==> src/rtl/hmmd_pkg.sv <==
// Shared types and constants for the handheld memory map decoder.
`default_nettype none
package hmmd_pkg;

  localparam int unsigned AddrW   = 16;
  localparam int unsigned DataW   = 8;
  localparam int unsigned TgtW    = 4;
  localparam int unsigned BankW   = 3;
  localparam int unsigned BankBytes = 4096;
  localparam int unsigned IoBytes = 128;
  localparam int unsigned HramBytes = 128;
  localparam int unsigned OffW    = $clog2(BankBytes);
  localparam int unsigned WramAw  = OffW + BankW;
  localparam int unsigned IoAw    = $clog2(IoBytes);
  localparam int unsigned HramAw  = $clog2(HramBytes);
  localparam int unsigned InDataW = 24;
  localparam int unsigned OutDataW = 40;

  // work RAM bank select and boot ROM disable latch
  localparam logic [AddrW-1:0] AddrBank = 16'hFF70;
  localparam logic [AddrW-1:0] AddrBoot = 16'hFF50;

  typedef enum logic [TgtW-1:0] {
    TGT_INTERNAL = 4'd0,
    TGT_CART     = 4'd1,
    TGT_BOOT     = 4'd2,
    TGT_VIDEO    = 4'd3,
    TGT_AUDIO    = 4'd4,
    TGT_CPU      = 4'd5,
    TGT_JOYPAD   = 4'd6,
    TGT_TIMER    = 4'd7,
    TGT_SERIAL   = 4'd8,
    TGT_IRQ      = 4'd9
  } tgt_e;

  // Controller to datapath.
  typedef struct packed {
    logic load_req;  // capture the incoming request
    logic access;    // perform storage read/write for the held request
    logic load_out;  // move the result into the output register
  } cmd_t;

  // Datapath to controller.
  typedef struct packed {
    logic out_free;  // output register empty or being taken this cycle
  } status_t;

endpackage
`default_nettype wire

==> src/rtl/hmmd_ctrl.sv <==
// Request sequencer: capture, storage access, result load.
`default_nettype none
module hmmd_ctrl (
  input  wire logic             clk_i,
  input  wire logic             rst_ni,
  input  wire logic             req_valid_i,
  output logic                  req_ready_o,
  input  wire hmmd_pkg::status_t status_i,
  output hmmd_pkg::cmd_t        cmd_o
);

  typedef enum logic [1:0] {
    S_IDLE,
    S_ACCESS,
    S_FORM
  } state_e;

  state_e state_q;
  logic   rdy_q;

  always_comb begin
    cmd_o.load_req = req_valid_i && rdy_q;
    cmd_o.access   = (state_q == S_ACCESS);
    cmd_o.load_out = (state_q == S_FORM) && status_i.out_free;
  end

  assign req_ready_o = rdy_q;

  always_ff @(posedge clk_i or negedge rst_ni) begin
    if (!rst_ni) begin
      state_q <= S_IDLE;
      rdy_q   <= 1'b1;
    end else begin
      case (state_q)
        S_IDLE: begin
          if (req_valid_i && rdy_q) begin
            state_q <= S_ACCESS;
            rdy_q   <= 1'b0;
          end
        end
        S_ACCESS: begin
          state_q <= S_FORM;
        end
        S_FORM: begin
          // hold until the output slot can take the result
          if (status_i.out_free) begin
            state_q <= S_IDLE;
            rdy_q   <= 1'b1;
          end
        end
        default: begin
          state_q <= S_IDLE;
          rdy_q   <= 1'b1;
        end
      endcase
    end
  end

  a_ready_only_idle: assert property (@(posedge clk_i) disable iff (!rst_ni)
    rdy_q |-> state_q == S_IDLE)
    else $error("ready raised outside idle");

  a_accept_then_access: assert property (@(posedge clk_i) disable iff (!rst_ni)
    cmd_o.load_req |=> state_q == S_ACCESS && !rdy_q)
    else $error("accepted request did not start access");

  a_access_then_form: assert property (@(posedge clk_i) disable iff (!rst_ni)
    state_q == S_ACCESS |=> state_q == S_FORM)
    else $error("access not followed by result forming");

endmodule
`default_nettype wire

==> config.mk <==
export PLATFORM = sky130hd
export DESIGN_NAME = hmmd_ctrl
export DESIGN_NICKNAME = d
export VERILOG_FILES = /design/src/rtl/hmmd_pkg.sv /design/src/rtl/hmmd_ctrl.sv
export SDC_FILE = /design/constraint.sdc
export NUM_CORES = 1
export LEC_CHECK = 0
export ABC_AREA = 1
export BUFFER_PORTS_ARGS = -buffer_cell sky130_fd_sc_hd__buf_2
export CORE_AREA = 2 2 39 41
export DETAILED_ROUTE_END_ITERATION = 8
export DIE_AREA = 0 0 41 43
export PLACE_DENSITY = 0.33
export SLEW_MARGIN = 20
export SYNTH_ARGS = -nofsm -noshare
export SYNTH_HDL_FRONTEND = slang
export SYNTH_SLANG_ARGS = --single-unit
==> constraint.sdc <==
create_clock -name clk_i -period 1.6 [get_ports clk_i]
set_input_delay 0.24 -clock clk_i [delete_from_list [all_inputs] [get_ports clk_i]]
set_output_delay 0.24 -clock clk_i [all_outputs]
set_load 0.05 [all_outputs]
==> results of run 1 <==
power groups by stage:
| stage | clock, mW | combinational, mW | sequential, mW |
|---|---|---|---|
| finish | 0.134 | 0.259 | 0.142 |
| CTS | 0.141 | 0.262 | 0.142 |
| detailed placement | 0 | 0.258 | 0.143 |
| global route | 0.149 | 0.280 | 0.148 |
| floorplan | 0 | 0.163 | 0.188 |
| global placement | 0 | 0.256 | 0.141 |
per-stage QoR:
step / setup WS, ns / instance area, um^2 / utilization, % / std cells
CTS: 0.202 / 229 / 16.5 / 43
global route: 0.169 / 229 / 16.5 / 43
detailed placement: 0.467 / 193 / 13.9 / 38
floorplan: 0.232 / 138 / - / 15
global placement: 0.477 / 193 / 13.9 / 38
finish: 0.216 / 229 / 16.5 / 43
cell families after synthesis:
family | after synthesis | synth area share [%]
simple gates | 6 | 23.6
buf+inv | 4 | 10.9
flops | 3 | 55.5
compound gates | 2 | 10.0
layout make-up:
cell class	instances	area (um^2)	share of cell area, %
multi-input cells	8	46.3	20.2
clock buffers	4	26.3	11.5
inverters	4	15.0	6.56
repair buffers	8	45.0	19.7
well taps	16	20.0	8.74
flip-flops and latches	3	76.3	33.3
cell usage in the layout, fill, tap and decap left out:
| cell | instances |
|---|---|
| sky130_fd_sc_hd__buf_2 | 7 |
| sky130_fd_sc_hd__inv_1 | 4 |
| sky130_fd_sc_hd__clkbuf_4 | 3 |
| sky130_fd_sc_hd__dfrtp_1 | 2 |
| sky130_fd_sc_hd__nand2_1 | 1 |
| sky130_fd_sc_hd__nor2_1 | 1 |
| sky130_fd_sc_hd__and3_1 | 1 |
| sky130_fd_sc_hd__nand2_2 | 1 |
| sky130_fd_sc_hd__nor2_2 | 1 |
| sky130_fd_sc_hd__o21ai_1 | 1 |
| sky130_fd_sc_hd__a21oi_2 | 1 |
| sky130_fd_sc_hd__and2_1 | 1 |
| sky130_fd_sc_hd__clkbuf_1 | 1 |
| sky130_fd_sc_hd__dlygate4sd3_1 | 1 |
| sky130_fd_sc_hd__dfstp_2 | 1 |
timing repair:
| action | in CTS | in global routing |
|---|---|---|
| hold buffers | 1 | 0 |
| endpoints found under the setup margin | 0 | 0 |
| endpoints found under the hold margin | 3 | 0 |
worst max-delay path, cell delays in order (launching register included):
cell                      delay (ns)
sky130_fd_sc_hd__dfstp_2        0.53
sky130_fd_sc_hd__nand2_1        0.08
sky130_fd_sc_hd__inv_1          0.05
sky130_fd_sc_hd__buf_2          0.25
per-layer routing:
layer	part of all wire, %	vias up	routed length [um]
li1	-	67	-
met1	55	53	162
met2	27	8	80
met3	16	2	46
met4	2.0	0	6
met5	0	-	0
flip-flops by register name (all words and copies together), names as in the netlist:
register	cells
state_q	2
req_ready_o	1
final timing paths:
path	end	slack, ns
worst max register to register	req_ready_o	0.73
worst max-delay path	cmd_o[2]	0.22
min in group asynchronous	state_q[0]	0.34
max in group asynchronous	req_ready_o	1.06
worst min-delay path	state_q[0]	0.29
worst min register to register	req_ready_o	0.48
==> reports/qor.yml, run 1 <==
cts_made_buffers: 3
initial_core_util_pct: 9.95
die_height_um: 43
num-nets-final: 32
holdCritPathClass: "in -> reg"
clock-sinks: 3
synthArstFlopShare_pct: 100
fin_hold_ws_ns: 0.289
synth.lib_cells_used.distinct: 11
timing.fmax_mhz: 723
nets_in_the_synthesized_netlist: 19
estimated_wirelength_of_the_detail_placed_design_um: 222
share_clk_of_total_power_pct: 25.1
clock_path_buffers: 2
ctsHtreeMaxLevel: 1
finalWirelength_um: 296
yosys-top-cells-area: "sky130_fd_sc_hd__dfrtp_1, sky130_fd_sc_hd__dfstp_2, sky130_fd_sc_hd__inv_1, sky130_fd_sc_hd__a21oi_2, sky130_fd_sc_hd__and2_1"
synth_enable_flop_cells: 0
synth-main-ff-cell: "sky130_fd_sc_hd__dfrtp_1"
number_of_antenna_violations_at_the_first_check_in_global_routing: 0
grt_setup_unrepaired: "false"
wire_length_of_the_first_global_routing_pass_um: 462
hold_start: "req_valid_i"
outcome: "finished, final reports clean"
core-area_um2: 1380
ys_warn_count: 0
cellPowerDensity_nw_per_um2: 2340
port_buffers: 7
p_sw_mw: 0.254
hold_viol: 0
worst-endpoint-required_ns: 1.36
grt_overflow: 0
critical_path_class: "reg -> out"
combPwrFrac_pct: 48.5
insertion_delay_ns: 0.23
ctsResizeCount: 0
globalRouteMet1Util_pct: 6.82
dr.first_iter.drc_count: 0
peakVddDrop_uv: 748
yosysSeqAreaShare_pct: 55.5
synth_area_um2: 138
route.vias.total: 130
synth_area_leader_cell: "sky130_fd_sc_hd__dfrtp_1"
worstMarginPinSlew_ns: 0.250
gpl.final_weighted_congestion: 0.617
count_of_mapped_cells_out_of_synthesis: 15
use_met2_pct: 2.19
avgViaCountPerCell: 3.02
final-max-slew-violation-count: 0
cts_setup_buffers: 0
crit-reg2reg-launch: "req_ready_o"
fin_skew_ns: 0.00217
min_period_over_period_pct: 86.5
final.fill_count: 158
tritoncts_clock_tree: "built"
die_w_um: 41
std_cell_rows: 14
grt_use_total_pct: 4.93
ant_nets: 0
grt_start_max_net_pins: 5
yosysTopAreaCellShare_pct: 36.4
area_added_between_synthesis_and_finish_pct: 66.4
seq_pwr_share_pct: 26.5
floorplan.io_pins: 8
end_kind: "output pin"
r2r_cells: 3
hold-path-cell-count: 3
ys_seq_elements: 3
clk_root_buf: "sky130_fd_sc_hd__clkbuf_4"
route.detailed.drc: 0
max-cap-violations: 0
dieArea_um2: 1760
total_of_endpoints_with_negative_setup_slack_in_the_final_report: 0
tns_setup_ns: 0
worstSetupStartpointType: "flop"
met3_capacity_usage_during_global_routing_pct: 6.28
timing.max_slew.rel_slack_pct: 83.5
worst_setup_hold_path_clk_slew_ns: 0.04
arrival_ns: 1.14
grt_most_used_layer: "met1"
power.switching_fraction_pct: 47.5
final_layout_size_suffix_gt1_share_pct: 51.9
worstSetupStartpoint: "req_ready_o"
p_leak_nw: 0.127
first_global_vias: 99
post_synth.cell_area_avg_um2: 9.18
finalCriticalPeriod_ns: 1.38
routedWlPerCell_um: 6.88
path_max_fanout: 3
internal_power_mw: 0.281
synth_top_cells_by_count: "sky130_fd_sc_hd__inv_1, sky130_fd_sc_hd__dfrtp_1"
p_total_mw: 0.535
synth.most_common_cell: "sky130_fd_sc_hd__inv_1"
first_pass_detailed_route_iteration_total: 1
n_antenna_cell: 0
Power figures use the tool's default switching activity.
==> run 2: changes to the inputs <==
--- a/config.mk
+++ b/config.mk
@@ -11,6 +11,7 @@
 export DETAILED_ROUTE_END_ITERATION = 8
 export DIE_AREA = 0 0 41 43
 export PLACE_DENSITY = 0.33
+export RECOVER_POWER = 25
 export SLEW_MARGIN = 20
 export SYNTH_ARGS = -nofsm -noshare
 export SYNTH_HDL_FRONTEND = slang
==> run 2 against run 1 <==
Register-to-register slack hardly changed. Critical path depth stayed put. Global-route usage did not move. Critical endpoint unchanged. Core utilization down 0.090 points.
==> reports/qor.yml, run 2 (synthesis results as in run 1) <==
outcome: "finished, final reports clean"
path_max_fanout: 3  # unchanged
utilization_pct: 16.5  # -0.090 points
r2r_cells: 3  # unchanged
reg2reg_slack_ns: 0.73  # about the same
largest_register: "state_q"
clock-sinks: 3  # unchanged
first_pass_detailed_route_iteration_total: 1  # unchanged
crit-reg2reg-launch: "req_ready_o"
timing.fmax_mhz: 723  # unchanged
peakVddDrop_uv: 748  # about the same
number_of_flip_flops_in_the_largest_register: 2  # unchanged
timing.critical_path.slowest_cell_delay_ns: 0.53  # about the same
p_sw_mw: 0.254  # about the same
gpl.final_weighted_congestion: 0.617  # unchanged
tritoncts_clock_tree: "built"
route.detailed.drc: 0  # unchanged
cellPowerDensity_nw_per_um2: 2350  # +0.47%
routedWlPerCell_um: 6.84  # -0.68%
max-cap-violations: 0  # unchanged
critical_path.reg2reg.endpoint: "req_ready_o"
first_global_vias: 99  # unchanged
hold_viol: 0  # unchanged
dpl.cell_count: 38  # unchanged
share_clk_of_total_power_pct: 25.1  # about the same
met3_capacity_usage_during_global_routing_pct: 6.28  # unchanged
dieArea_um2: 1760  # unchanged
hold_start: "req_valid_i"
wire_length_of_the_first_global_routing_pass_um: 462  # unchanged
worst_setup_hold_path_clk_slew_ns: 0.04  # about the same
combPwrFrac_pct: 48.4  # about the same
ctsHtreeMaxLevel: 1  # unchanged
timing.max_slew.rel_slack_pct: 83.5  # unchanged
arrival_ns: 1.14  # about the same
port_buffers: 7  # unchanged
layout_common_cells: "sky130_fd_sc_hd__buf_2, sky130_fd_sc_hd__inv_1, sky130_fd_sc_hd__clkbuf_4"
dr.first_iter.drc_count: 0  # unchanged
globalRouteMet1Util_pct: 6.82  # unchanged
clk_root_buf: "sky130_fd_sc_hd__clkbuf_4"
std_cell_rows: 14  # unchanged
final.fill_count: 159  # +0.63%
floorplan.io_pins: 8  # unchanged
end_kind: "output pin"
finalCriticalPeriod_ns: 1.38  # unchanged
finalWirelength_um: 294  # -0.68%
critical_path_class: "reg -> out"
num-nets-final: 32  # unchanged
cells_traversed_along_the_worst_timing_path: "nand2_1 -> inv_1 -> buf_2"
total_of_endpoints_with_negative_setup_slack_in_the_final_report: 0  # unchanged
clock_path_buffers: 2  # unchanged
die_w_um: 41  # unchanged
hold-path-cell-count: 3  # unchanged
min_period_over_period_pct: 86.5  # unchanged
worst-endpoint-required_ns: 1.36  # about the same
p_leak_nw: 0.124  # -2.2%
tns_setup_ns: 0  # unchanged
fin_skew_ns: 0.00217  # unchanged
worstSetupStartpointType: "flop"
power.switching_fraction_pct: 47.5  # about the same
final-max-slew-violation-count: 0  # unchanged
route.vias.total: 130  # unchanged
avgViaCountPerCell: 3.02  # unchanged
grt_overflow: 0  # unchanged
area_added_between_synthesis_and_finish_pct: 65.5
seq_pwr_share_pct: 26.5  # about the same
final_layout_size_suffix_gt1_share_pct: 48.1  # -3.7 points
initial_core_util_pct: 9.95  # unchanged
grt_use_total_pct: 4.93  # unchanged
cts_made_buffers: 3  # unchanged
grt_setup_unrepaired: "false"
finalNonFillerCells: 43  # unchanged
core-area_um2: 1380  # unchanged
estimated_wirelength_of_the_detail_placed_design_um: 222  # unchanged
grt_most_used_layer: "met1"
layout.cells.most_common: "sky130_fd_sc_hd__buf_2"
n_antenna_cell: 0  # unchanged
die_height_um: 43  # unchanged
worstSetupStartpoint: "req_ready_o"
slowest_stage_cell_cp: "sky130_fd_sc_hd__dfstp_2"
holdCritPathClass: "in -> reg"
internal_power_mw: 0.281  # -0.13%
worstMarginPinSlew_ns: 0.250  # unchanged
ant_nets: 0  # unchanged
use_met2_pct: 2.19  # unchanged
whs_endpoint: "state_q[0]"
ctsResizeCount: 0  # unchanged
number_of_antenna_violations_at_the_first_check_in_global_routing: 0  # unchanged
insertion_delay_ns: 0.23  # about the same
grt_start_max_net_pins: 5  # unchanged
==> run 2: stage by stage <==
stage | hold WS (ns) | instance area [um^2] | setup WS, ns | power (mW)
5_1_grt | 0.296 | 228 | 0.169 | 0.576
4_1_cts | 0.284 | 229 | 0.202 | 0.545
3_5_place_dp | 0.0427 | 193 | 0.467 | 0.401
6_report | 0.289 | 228 | 0.216 | 0.535
2_1_floorplan | -0.0556 | 138 | 0.232 | 0.351
3_3_place_gp | 0.0390 | 193 | 0.477 | 0.397
==> run 2: area by class of cell <==
cell class / count / area (um^2) / area share (%)
clock buffer: 4 / 26.3 / 11.5
sequential: 3 / 76.3 / 33.5
timing repair buffer: 8 / 43.8 / 19.2
inverter: 4 / 15.0 / 6.59
multi-input combinational: 8 / 46.3 / 20.3
tap: 16 / 20.0 / 8.79
==> run 2: timing repair <==
item	in CTS	in global routing
hold buffers	1	0
setup buffers	0	0
endpoints found under the hold margin	3	0
==> run 2: worst max-delay path, delay by kind of cell (launching register included) <==
family,cells,cell delay (ns)
DFF,1,0.53
buffers and inverters,2,0.30
and+or+nand+nor,1,0.08
==> run 2: how the worst max path moves through the flow <==
stage | end | slack, ns | cells after the start
floorplan | cmd_o[2] | 0.23 | 2
global placement | cmd_o[2] | 0.48 | 3
detailed placement | cmd_o[2] | 0.47 | 3
CTS | cmd_o[2] | 0.20 | 3
global route | cmd_o[2] | 0.17 | 3
finish | cmd_o[2] | 0.22 | 3
==> run 2: layer usage <==
layer,vias to the layer above,share of wire [%]
met1,53,54
met5,-,0
met3,2,16
li1,67,-
met2,8,27
met4,0,2.0
==> run 2: power groups by stage <==
stage                     sequential (mW)  clock, mW  combinational, mW
after global placement              0.141          0              0.256
after global routing                0.148      0.149              0.280
final                               0.142      0.134              0.259
after detailed placement            0.143          0              0.258
after floorplan                     0.188          0              0.163
after CTS                           0.142      0.141              0.262
